**config.mk**
```make
export PLATFORM = sky130hd
export DESIGN_NAME = detection_row_decoder
export DESIGN_NICKNAME = d
export VERILOG_FILES = /design/src/sv/drd_pkg.sv /design/src/sv/drd_row_track.sv /design/src/sv/drd_box_calc.sv /design/src/sv/detection_row_decoder.sv
export SDC_FILE = /design/constraint.sdc
export NUM_CORES = 2
export LEC_CHECK = 0
export BUFFER_PORTS_ARGS = -buffer_cell sky130_fd_sc_hd__clkbuf_2
export CORE_ASPECT_RATIO = 0.7
export CORE_MARGIN = 3
export CORE_UTILIZATION = 45
export CTS_CLUSTER_SIZE = 30
export DETAILED_ROUTE_END_ITERATION = 12
export PLACE_DENSITY = 0.66
export SYNTH_ARGS = -nofsm -noshare
export SYNTH_HDL_FRONTEND = slang
export SYNTH_SLANG_ARGS = --single-unit
```
**constraint.sdc**
```tcl
create_clock -name clk -period 17.8 [get_ports clk]
set_input_delay 0 -clock clk [delete_from_list [all_inputs] [get_ports clk]]
set_output_delay 0 -clock clk [all_outputs]
set_load 0.02 [all_outputs]
```
**src/sv/drd_pkg.sv**
```systemverilog
`default_nettype none
// ----------------------------------------------------------------------------
// drd_pkg
// shared types and constants of the detection row decoder
// ----------------------------------------------------------------------------
package drd_pkg;

	// default sizes of a detection row
	localparam int DEF_MAX_CLASSES        = 128;
	localparam int DEF_FIRST_SCORE_COLUMN = 5;
	localparam int BOX_COLUMNS            = 4;
	localparam int Q_SHIFT                = 16;

	// configuration register indexes
	localparam logic [1:0] CFG_IDX_FRAME_WIDTH     = 2'd0;
	localparam logic [1:0] CFG_IDX_FRAME_HEIGHT    = 2'd1;
	localparam logic [1:0] CFG_IDX_SCORE_THRESHOLD = 2'd2;

	// configuration reset values
	localparam logic [12:0] RST_FRAME_WIDTH     = 13'd640;
	localparam logic [12:0] RST_FRAME_HEIGHT    = 13'd640;
	localparam logic [16:0] RST_SCORE_THRESHOLD = 17'd32768;

	typedef struct packed {
		logic [12:0] frame_width;
		logic [12:0] frame_height;
		logic [16:0] score_threshold;
	} cfg_t;

	typedef struct packed {
		logic signed [23:0] element_value;
		logic               row_end;
	} elem_t;

	typedef struct packed {
		logic [6:0]         class_index;
		logic signed [23:0] best_score;
		logic [14:0]        box_left;
		logic [14:0]        box_top;
		logic signed [15:0] box_width;
		logic signed [15:0] box_height;
	} det_t;

	// finished row handed from the row tracker to the box unit
	typedef struct packed {
		logic signed [23:0] cx;
		logic signed [23:0] cy;
		logic signed [23:0] w;
		logic signed [23:0] h;
		logic signed [23:0] best;
		logic [6:0]         best_idx;
	} row_snap_t;

endpackage : drd_pkg
`default_nettype wire

```
**src/sv/drd_row_track.sv**
```systemverilog
`default_nettype none
// ----------------------------------------------------------------------------
// drd_row_track
// per-row column count, box capture and running best score; registers the
// finished row when both frame sizes are nonzero and it passes the threshold
// ----------------------------------------------------------------------------
module drd_row_track #(
	parameter int MAX_CLASSES        = drd_pkg::DEF_MAX_CLASSES,
	parameter int FIRST_SCORE_COLUMN = drd_pkg::DEF_FIRST_SCORE_COLUMN
) (
	input  wire                 clk,
	input  wire                 arst_n,
	input  drd_pkg::cfg_t       cfg,
	input  wire                 elem_valid,
	output logic                elem_ready,
	input  drd_pkg::elem_t      elem,
	output logic                snap_valid,
	input  wire                 snap_ready,
	output drd_pkg::row_snap_t  snap
);
	import drd_pkg::*;

	logic [7:0]         col_q;
	logic signed [23:0] box_q [BOX_COLUMNS];
	logic signed [23:0] best_q;
	logic [6:0]         best_idx_q;
	logic               have_q;

	logic signed [23:0] box_n [BOX_COLUMNS];
	logic signed [23:0] best_n;
	logic [6:0]         best_idx_n;
	logic               have_n;
	logic [7:0]         col_n;
	logic               in_range;
	logic [7:0]         k;
	logic               take;
	logic               emit;
	logic               accept;

	logic               valid_s1;
	row_snap_t          snap_s1;

	assign accept     = elem_valid && elem_ready;
	assign elem_ready = !valid_s1 || snap_ready;
	assign snap_valid = valid_s1;
	assign snap       = snap_s1;

	always_comb begin
		in_range = (col_q != 8'd255);
		for (int i = 0; i < BOX_COLUMNS; i++) begin
			box_n[i] = (in_range && col_q == 8'(i)) ? elem.element_value : box_q[i];
		end
		k    = col_q - 8'(FIRST_SCORE_COLUMN);
		take = in_range && (col_q >= 8'(FIRST_SCORE_COLUMN)) && (k < 8'(MAX_CLASSES))
			&& (!have_q || elem.element_value > best_q);
		best_n     = take ? elem.element_value : best_q;
		best_idx_n = take ? k[6:0] : best_idx_q;
		have_n     = have_q || take;
		col_n      = in_range ? col_q + 8'd1 : col_q;
		emit = have_n && (cfg.frame_width != 13'd0) && (cfg.frame_height != 13'd0)
			&& ($signed({best_n[23], best_n}) > $signed({8'd0, cfg.score_threshold}));
	end

	always_ff @(posedge clk or negedge arst_n) begin
		if (!arst_n) begin
			col_q      <= 8'd0;
			best_q     <= '0;
			best_idx_q <= 7'd0;
			have_q     <= 1'b0;
			for (int i = 0; i < BOX_COLUMNS; i++) begin
				box_q[i] <= '0;
			end
		end else if (accept) begin
			if (elem.row_end) begin
				col_q      <= 8'd0;
				best_q     <= '0;
				best_idx_q <= 7'd0;
				have_q     <= 1'b0;
				for (int i = 0; i < BOX_COLUMNS; i++) begin
					box_q[i] <= '0;
				end
			end else begin
				col_q      <= col_n;
				best_q     <= best_n;
				best_idx_q <= best_idx_n;
				have_q     <= have_n;
				for (int i = 0; i < BOX_COLUMNS; i++) begin
					box_q[i] <= box_n[i];
				end
			end
		end
	end

	always_ff @(posedge clk or negedge arst_n) begin
		if (!arst_n) begin
			valid_s1 <= 1'b0;
		end else if (accept && elem.row_end && emit) begin
			valid_s1 <= 1'b1;
		end else if (snap_ready) begin
			valid_s1 <= 1'b0;
		end
	end

	always_ff @(posedge clk) begin
		if (accept && elem.row_end && emit) begin
			snap_s1.cx       <= box_n[0];
			snap_s1.cy       <= box_n[1];
			snap_s1.w        <= box_n[2];
			snap_s1.h        <= box_n[3];
			snap_s1.best     <= best_n;
			snap_s1.best_idx <= best_idx_n;
		end
	end

endmodule : drd_row_track
`default_nettype wire

```
**src/sv/drd_box_calc.sv**
```systemverilog
`default_nettype none
// ----------------------------------------------------------------------------
// drd_box_calc
// scales the box to pixels, clamps it to the frame and saturates it;
// multiply stage then clamp stage into the result register
// ----------------------------------------------------------------------------
module drd_box_calc (
	input  wire                 clk,
	input  wire                 arst_n,
	input  drd_pkg::cfg_t       cfg,
	input  wire                 snap_valid,
	output logic                snap_ready,
	input  drd_pkg::row_snap_t  snap,
	output logic                det_valid,
	input  wire                 det_ready,
	output drd_pkg::det_t       det
);
	import drd_pkg::*;

	// q8.16 times pixels, divided by 2^16 toward zero
	function automatic logic signed [21:0] scale_px(input logic signed [37:0] p);
		logic signed [37:0] adj;
		adj = p + ((p < 0) ? 38'sd65535 : 38'sd0);
		return adj[Q_SHIFT+21:Q_SHIFT];
	endfunction

	function automatic logic [14:0] sat_pos(input logic signed [22:0] v);
		return (v > 23'sd32767) ? 15'd32767 : v[14:0];
	endfunction

	function automatic logic signed [15:0] sat16(input logic signed [23:0] v);
		logic signed [15:0] r;
		if (v > 24'sd32767) r = 16'sd32767;
		else if (v < -24'sd32768) r = -16'sd32768;
		else r = v[15:0];
		return r;
	endfunction

	function automatic logic signed [21:0] half_trunc(input logic signed [21:0] v);
		logic signed [21:0] a;
		a = v + $signed({21'd0, v[21]});
		return a >>> 1;
	endfunction

	logic               valid_s2;
	logic signed [37:0] pcx_s2, pcy_s2, pw_s2, ph_s2;
	logic signed [23:0] best_s2;
	logic [6:0]         idx_s2;
	logic               adv_out;
	logic               adv_s2;

	logic signed [21:0] cx, cy, w, h;
	logic signed [22:0] left0, top0, left1, top1;
	logic signed [23:0] fw, fh, w2, h2;
	det_t               det_n;

	assign adv_out    = !det_valid || det_ready;
	assign adv_s2     = !valid_s2 || adv_out;
	assign snap_ready = adv_s2;

	always_ff @(posedge clk or negedge arst_n) begin
		if (!arst_n) begin
			valid_s2 <= 1'b0;
		end else if (adv_s2) begin
			valid_s2 <= snap_valid;
		end
	end

	always_ff @(posedge clk) begin
		if (adv_s2 && snap_valid) begin
			pcx_s2  <= snap.cx * $signed({1'b0, cfg.frame_width});
			pcy_s2  <= snap.cy * $signed({1'b0, cfg.frame_height});
			pw_s2   <= snap.w * $signed({1'b0, cfg.frame_width});
			ph_s2   <= snap.h * $signed({1'b0, cfg.frame_height});
			best_s2 <= snap.best;
			idx_s2  <= snap.best_idx;
		end
	end

	always_comb begin
		cx    = scale_px(pcx_s2);
		cy    = scale_px(pcy_s2);
		w     = scale_px(pw_s2);
		h     = scale_px(ph_s2);
		fw    = $signed({11'd0, cfg.frame_width});
		fh    = $signed({11'd0, cfg.frame_height});
		left0 = 23'(cx) - 23'(half_trunc(w));
		top0  = 23'(cy) - 23'(half_trunc(h));
		left1 = (left0 < 0) ? 23'sd0 : left0;
		top1  = (top0 < 0) ? 23'sd0 : top0;
		w2    = (24'(left1) + 24'(w) >= fw) ? fw - 24'(left1) : 24'(w);
		h2    = (24'(top1) + 24'(h) >= fh) ? fh - 24'(top1) : 24'(h);
		det_n.class_index = idx_s2;
		det_n.best_score  = best_s2;
		det_n.box_left    = sat_pos(left1);
		det_n.box_top     = sat_pos(top1);
		det_n.box_width   = sat16(w2);
		det_n.box_height  = sat16(h2);
	end

	always_ff @(posedge clk or negedge arst_n) begin
		if (!arst_n) begin
			det_valid <= 1'b0;
		end else if (adv_out) begin
			det_valid <= valid_s2;
		end
	end

	always_ff @(posedge clk) begin
		if (adv_out && valid_s2) begin
			det <= det_n;
		end
	end

endmodule : drd_box_calc
`default_nettype wire

```
**src/sv/detection_row_decoder.sv**
```systemverilog
`default_nettype none
// path: a row-end item that yields a result passes through the row register,
// the multiply stage and the result register
// throughput: one row element per cycle; the only stall is a full result
// pipeline held by det_ready low
// reset: arst_n low clears row state, pipeline valids and loads config defaults
// ----------------------------------------------------------------------------
// detection_row_decoder
// decodes one detector output row, streamed one element per item, into a
// scored pixel box of the best class
// ----------------------------------------------------------------------------
module detection_row_decoder #(
	parameter int MAX_CLASSES        = drd_pkg::DEF_MAX_CLASSES,
	parameter int FIRST_SCORE_COLUMN = drd_pkg::DEF_FIRST_SCORE_COLUMN
) (
	input  wire             clk,
	input  wire             arst_n,
	// configuration writes, taken whenever cfg_we is high
	input  wire             cfg_we,
	input  wire [1:0]       cfg_index,
	input  wire [16:0]      cfg_data,
	// row elements
	input  wire             elem_valid,
	output logic            elem_ready,
	input  drd_pkg::elem_t  elem,
	// detections
	output logic            det_valid,
	input  wire             det_ready,
	output drd_pkg::det_t   det
);
	import drd_pkg::*;

	cfg_t      cfg_q;
	logic      snap_valid;
	logic      snap_ready;
	row_snap_t snap;

	// configuration registers; an index past the list is dropped
	always_ff @(posedge clk or negedge arst_n) begin
		if (!arst_n) begin
			cfg_q.frame_width     <= RST_FRAME_WIDTH;
			cfg_q.frame_height    <= RST_FRAME_HEIGHT;
			cfg_q.score_threshold <= RST_SCORE_THRESHOLD;
		end else if (cfg_we) begin
			unique case (cfg_index)
				CFG_IDX_FRAME_WIDTH:     cfg_q.frame_width     <= cfg_data[12:0];
				CFG_IDX_FRAME_HEIGHT:    cfg_q.frame_height    <= cfg_data[12:0];
				CFG_IDX_SCORE_THRESHOLD: cfg_q.score_threshold <= cfg_data;
				default: ;
			endcase
		end
	end

	// column count, box capture, running best; the finished row is
	// registered only when it carries a score above threshold and both frame sizes are nonzero
	drd_row_track #(
		.MAX_CLASSES        (MAX_CLASSES),
		.FIRST_SCORE_COLUMN (FIRST_SCORE_COLUMN)
	) u_row_track (
		.clk        (clk),
		.arst_n     (arst_n),
		.cfg        (cfg_q),
		.elem_valid (elem_valid),
		.elem_ready (elem_ready),
		.elem       (elem),
		.snap_valid (snap_valid),
		.snap_ready (snap_ready),
		.snap       (snap)
	);

	// scale to pixels, clamp to frame, saturate into the result register
	drd_box_calc u_box_calc (
		.clk        (clk),
		.arst_n     (arst_n),
		.cfg        (cfg_q),
		.snap_valid (snap_valid),
		.snap_ready (snap_ready),
		.snap       (snap),
		.det_valid  (det_valid),
		.det_ready  (det_ready),
		.det        (det)
	);

endmodule : detection_row_decoder
`default_nettype wire
```
Word-level counts from Yosys, hierarchy flattened

Cells that the tools add are included.

Register bits: 585
Bits of input ports: 49
Output and inout port bits: 95
Word-level logic and storage cells: 132

$add $sub $neg: 14
Multiply operators: 4
Order comparisons: 18
Eq/ne operators: 6
Muxes and demuxes: 24
Reductions and logical operators: 34

Operator list:

| cell                                                            | count |
|---|---|
| 2-to-1 mux 24 bit                                               | 8 |
| adder 38 x 17 -> 38 bit                                         | 4 |
| < comparator 38 x 1 -> 1 bit, second input constant             | 4 |
| multiplier 24 x 14 -> 38 bit                                    | 4 |
| 2-to-1 mux 16 bit                                               | 6 |
| 2-to-1 mux 96 bit                                               | 1 |
| adder 23 x 22 -> 24 bit                                         | 2 |
| greater-or-equal comparator 24 x 14 -> 1 bit                    | 2 |
| greater-than comparator 24 x 16 -> 1 bit, second input constant | 2 |
| < comparator 24 x 16 -> 1 bit, second input constant            | 2 |
| subtractor 14 x 23 -> 24 bit                                    | 2 |
| greater-than comparator 23 x 16 -> 1 bit, second input constant | 2 |
| < comparator 23 x 1 -> 1 bit, second input constant             | 2 |
| 2-to-1 mux 23 bit                                               | 2 |
| subtractor 22 x 21 -> 23 bit                                    | 2 |
| adder 22 x 2 -> 22 bit                                          | 2 |
| nonzero test 13 bit                                             | 2 |
| greater-than comparator 24 x 18 -> 1 bit                        | 1 |
| greater-than comparator 24 bit                                  | 1 |
| equality test 8 x 2 -> 1 bit, second input constant             | 2 |
| 2-to-1 mux 8 bit                                                | 2 |
| logical AND 1 bit                                               | 15 |
| 2-to-1 mux 7 bit                                                | 2 |
| adder 8 x 1 -> 8 bit, second input constant                     | 1 |
| 14 further kinds                                                | 27 |

Depth between registers and ports, before layout

Depth after elaboration: 12
Gate-level depth with buffers: 51
Mapped depth without buffers: 48

By module

From an unflattened synthesis, not the netlist that was laid out.

Cell total of the unflattened synthesis: 7799
Area, all modules: 77454.3 µm²

By module, submodules not included:

| module                | times used | cells an instance | area each (µm²) | sequential area each (µm²) |
|---|---|---|---|---|
| drd_box_calc          | 1          | 6825              | 63957.6         | 8338.0 |
| drd_row_track         | 1          | 882               | 11861.4         | 7241.9 |
| detection_row_decoder | 1          | 92                | 1635.3          | 1082.3 |

Worst setup path before layout

Ideal clock, no wire load.

Path type: register -> register
Start point: reg u_row_track.best_q[1]
End point: reg u_row_track.snap_s1, in the netlist u_row_track.snap[0] (enable)
Library setup time: 925 ps
Data arrival time: 16350 ps
Data required time: 16875 ps
Slack: 525 ps
Cell stages (with the launch flop): 28
Buffers on the path: 1
Period minus slack after synthesis: 17275 ps
Cells stage by stage: dfrtp_1 > inv_1 > ha_1 > nor2b_1 > o21a_1 > o21a_1 > o21a_1 > o21a_1 > o21a_1 > o21a_1 > o21ai_0 > nand4_1 > nand4b_1 > clkbuf_1 > mux2_2 > ha_1 > nor2b_1 > o21a_1 > o21a_1 > o21ai_0 > nand2b_1 > a21oi_1 > nor2b_1 > o21a_1 > o21ai_0 > a221oi_1 > nor3_1 > nor4_1

Elaborated cells between the ends (all ways): 10
Classes of those cells: 2 x order compare; 1 x mux; 7 x reduce/logical

RTL lines:

| item                                         | line                 | RTL |
|---|---|---|
| start: declaration                           | drd_row_track.sv:25  | `logic signed [23:0] best_q;` |
| start signal: assignment                     | drd_row_track.sv:84  | `best_q <= best_n;` |
| greater-than comparator 24 bit               | drd_row_track.sv:55  | `&& (!have_q \|\| elem.element_value > best_q);` |
| logical OR 1 bit                             | drd_row_track.sv:55  |  |
| logical AND 1 bit                            | drd_row_track.sv:55  |  |
| 2-to-1 mux 24 bit (*)                        | drd_row_track.sv:56  | `best_n = take ? elem.element_value : best_q;` |
| named net u_row_track.best_n[1]              | drd_row_track.sv:30  | `logic signed [23:0] best_n;` |
| greater-than comparator 24 x 18 -> 1 bit (*) | drd_row_track.sv:61  | `&& ($signed({best_n[23], best_n}) > $signed({8'd0, cfg.score_threshold}));` |
| logical AND 1 bit (*)                        | drd_row_track.sv:61  |  |
| logical AND 1 bit (*)                        | drd_row_track.sv:105 | `if (accept && elem.row_end && emit) begin` |
| end: declaration                             | drd_row_track.sv:41  | `row_snap_t snap_s1;` |

The timed path passes the listed nets; every way through them passes the cells marked *.
A chain may end at the register's enable or synchronous reset.

Final worst setup path

Start point: reg u_box_calc.ph_s2[37]
End point: reg u_box_calc.det[9] (netlist name)

Cells in the longest elaborated chain, start to end: 12
Elaborated cells between the ends (all ways): 14
Classes of those cells: 5 x add/sub; 5 x order compare; 4 x mux

Ends and longest elaborated chain:

| item                                         | line               | RTL |
|---|---|---|
| start: declaration                           | drd_box_calc.sv:46 | `logic signed [37:0] pcx_s2, pcy_s2, pw_s2, ph_s2;` |
| start signal: assignment                     | drd_box_calc.sv:74 | `ph_s2 <= snap.h * $signed({1'b0, cfg.frame_height});` |
| < comparator 38 x 1 -> 1 bit                 | drd_box_calc.sv:23 | `adj = p + ((p < 0) ? 38'sd65535 : 38'sd0);` |
| 2-to-1 mux 16 bit                            | drd_box_calc.sv:23 |  |
| adder 38 x 17 -> 38 bit (*)                  | drd_box_calc.sv:23 |  |
| adder 22 x 2 -> 22 bit (*)                   | drd_box_calc.sv:41 | `a = v + $signed({21'd0, v[21]});` |
| subtractor 22 x 21 -> 23 bit (*)             | drd_box_calc.sv:88 | `top0 = 23'(cy) - 23'(half_trunc(h));` |
| < comparator 23 x 1 -> 1 bit                 | drd_box_calc.sv:90 | `top1 = (top0 < 0) ? 23'sd0 : top0;` |
| 2-to-1 mux 23 bit (*)                        | drd_box_calc.sv:90 |  |
| named net u_box_calc.top1[0]                 | drd_box_calc.sv:53 | `logic signed [22:0] left0, top0, left1, top1;` |
| adder 23 x 22 -> 24 bit                      | drd_box_calc.sv:92 | `h2 = (24'(top1) + 24'(h) >= fh) ? fh - 24'(top1) : 24'(h);` |
| greater-or-equal comparator 24 x 14 -> 1 bit | drd_box_calc.sv:92 |  |
| 2-to-1 mux 24 bit (*)                        | drd_box_calc.sv:92 |  |
| < comparator 24 x 16 -> 1 bit                | drd_box_calc.sv:34 | `else if (v < -24'sd32768) r = -16'sd32768;` |
| 2-to-1 mux 16 bit                            | drd_box_calc.sv:34 |  |

Marks and branches as above.

==> impl_metrics.tcl <==
set metrics [dict create \
    grt_max_degree 78 \
    arrival_ps 13670 \
    cts_buffers 70 \
    r2r-end "u_box_calc.det[9]" \
    finalSetupViolations 0 \
    post_cts_buffers 0 \
    cp-start-kind "register" \
    fmax_mhz 75.5 \
    critPathRequiredTime_ps 18230 \
    cts-root-buf "clkbuf_16" \
    area_delta_synth_final_pct 7.63 \
    drt_iter0_drc 4466 \
    drv_cap 0 \
    yosysTopAreaCell "fa_1" \
    synthXorXnorAreaFrac_pct 4.14 \
    cpMostUsedCell "a21oi_1" \
    drc_errors 0 \
    clk_pin_slew_ps 70 \
    fin_setup_tns_ps 0 \
    routabilityCongestion 0.933 \
    htreeDepth 3 \
    final_area_um2 83100 \
    rsz0062_at_grt "false" \
    die_area_um2 177000 \
    wl_mm 208 \
    grt_pass1_vias 56800 \
    fin_nets 9581 \
    dieHeight_um 352 \
    rr_worst_depth 48 \
    core-area_um2 169000 \
    cpPeakStageDelay_ps 1010 \
    synth_async_sr_flop_share_pct 31.1 \
    initial_core_util_pct 45.5 \
    holdWs_ps 167 \
    final.min_clock_period_ps 13240 \
    drive_gt1_share_pct 7.04 \
    min_from "cfg_data[9]" \
    slew_headroom_pct 3.74 \
    die_w_um 501 \
    synth_edf_count 403 \
    maxSlewViolCount 0 \
    yosysTopAreaCellShare_pct 30.2 \
    synthSimpleGateAreaFrac_pct 14.4 \
    synth_fa_ha_area_share_pct 40.1 \
    ioPinCount 144 \
    synth_area_leaders "fa_1, edfxtp_1, ha_1, inv_1, and2_1" \
    end_kind "register" \
    period_share_pct 74.4 \
    ys.flop_type "edfxtp_1" \
    grt_pass1_wl_mm 332 \
    num_rows 126 \
    antenna_left 0 \
    hold_viol_final 0 \
    worstMarginPinSlew_ps 1430 \
    yosysMostFrequentCell "inv_1" \
    hold_path_depth 3 \
    clock-sinks 585 \
    holdCritPathClass "in2reg" \
    port_buffers 143 \
    fill_cells 15400 \
    gr-total-overflow 0 \
    synth-compound-area-share_pct 9.28 \
    critPathKind "reg2reg" \
    grt_use_total_pct 23.9 \
    worstReg2RegStart "u_box_calc.ph_s2[37]" \
    worstPathMaxFanout 18 \
    synth.distinct_cells 103 \
    status "finished clean" \
    critPathSlowestCell "a311oi_2" \
    synth_top_family_by_area "adder cells" \
    mappedNetlistArea_um2 77200 \
    viasPerCell 5.50 \
    dpl_cell_area_um2 80000 \
    syn-mean-instance-area_um2 9.98 \
    clk_latency_ps 720 \
    vias 55300 \
    synth_nets 9554 \
    clockBufferDepth 3 \
    ys_seq_area_share_pct 21.6 \
    ys_seq_elements 585 \
    dp_hpwl_mm 161 \
    yosysWarningCount 0 \
    holdPathEnd "cfg_q[26]" \
    synthTopCellsByCount "inv_1, fa_1, nand2_1, and2_1, ha_1" \
    firstDrtPassIters 6 \
    muxShareOfSynthArea_pct 2.53 \
    cts_tree "yes" \
    netlist_instances 7729 \
    antenna_found_initial 13 \
    finClkSkew_ps 68.7 \
    wire_per_inst_um 20.7 \
    rrSetupSlack_ps 4560 \
]
==> cell type report <==
cell class                 instances  area (um2)  share of cell area (%)
timing repair buffer             263        1790                    2.16
inverter                        1306        4900                    5.90
clock buffer                      83        1880                    2.27
sequential                       585       16700                    20.1
clock inverter                    47         533                   0.642
multi-input combinational       5530       54500                    65.6
tap                             2240        2800                    3.37
antenna                            5        12.5                  0.0151
==> sequential cells by signal (all words and copies together) (netlist names) <==
name and cells:
u_row_track.snap_valid 1, u_row_track.have_q 1, u_box_calc.best_s2 24, u_row_track.box_q 96, u_box_calc.valid_s2 1, u_row_track.best_idx_q 7, u_box_calc.pcy_s2 38, u_box_calc.pw_s2 38
cfg_q 43, u_row_track.snap 127, u_row_track.best_q 24, u_row_track.col_q 8, u_box_calc.pcx_s2 38, u_box_calc.det 93, u_box_calc.idx_s2 7, u_box_calc.ph_s2 38
u_box_calc.det_valid 1
==> worst max-delay path by stage <==
stage / from / end / slack, ps / cells past startpoint
after detailed placement: u_box_calc.ph_s2[37] / u_box_calc.det[13] / 4990 / 48
after CTS: u_box_calc.ph_s2[37] / u_box_calc.det[9] / 4810 / 48
after global placement: u_box_calc.ph_s2[37] / u_box_calc.det[11] / 5170 / 48
final: u_box_calc.ph_s2[37] / u_box_calc.det[9] / 4560 / 48
after global routing: u_box_calc.ph_s2[37] / u_box_calc.det[14] / 3610 / 48
after floorplan: u_row_track.best_q[1] / u_row_track.snap[0] / 530 / 27
==> layer usage <==
metal | track usage, % | vias up | part of all wire, %
li1 | - | 25000 | -
met1 | 37.6 | 28200 | 49
met2 | 33.4 | 1895 | 41
met3 | 5.40 | 231 | 8.7
met4 | 4.80 | 6 | 2.0
met5 | 0 | - | 0.020
==> cells by family (layout without fill, tap and decap cells) <==
logic type / count (synthesis) / count (layout)
AOI/OAI and AO/OA: 1022 / 1022
muxes: 175 / 175
other: 0 / 5
buffers and inverters: 1614 / 1699
and+or+nand+nor: 2193 / 2193
adders and majority gates: 1776 / 1776
xor gates and xnor gates: 364 / 364
DFF: 585 / 585
==> per-stage QoR <==
| stage | setup slack (ps) | instances | util (%) |
|---|---|---|---|
| after detailed placement | 4990 | 9864 | 47.2 |
| after CTS | 4810 | 10100 | 49.0 |
| after global placement | 5170 | 9864 | 47.2 |
| after floorplan | 525 | 7729 | - |
| final | 4560 | 10100 | 49.0 |
| after global routing | 3610 | 10100 | 49.0 |
==> worst max-delay path: cells and delay by family (launching register included) <==
kind / cells / cell delay, ps
adder cells (fa/ha/maj): 6 / 2060
buffers and inverters: 2 / 310
AND/OR/NAND/NOR: 13 / 3150
AO/OA/AOI/OAI: 24 / 6150
flip-flops: 1 / 710
XOR/XNOR: 3 / 570
==> cell usage in the layout (no fill, tap or decap), types with 142 or more instances in the layout <==
cell      synthesis  routed
clkbuf_2          0     142
nor2_1          207     206
ha_1            610     610
fa_1           1166    1166
nand2_1         806     805
xnor2_1         261     261
inv_1          1305    1305
mux2_2          151     151
edfxtp_1        403     403
dfrtp_1         177     167
a21oi_1         237     237
and2_1          723     722
==> repair_timing <==
item                                    CTS  global route
gates resized for setup                   0             0
hold buffers                             60             0
endpoints found under the setup margin    0             0
hold endpoints to repair                314             0
Power is left out: the tool's default activity adds up to more than one toggle a clock period on the data nets, which glitch-free logic cannot reach.
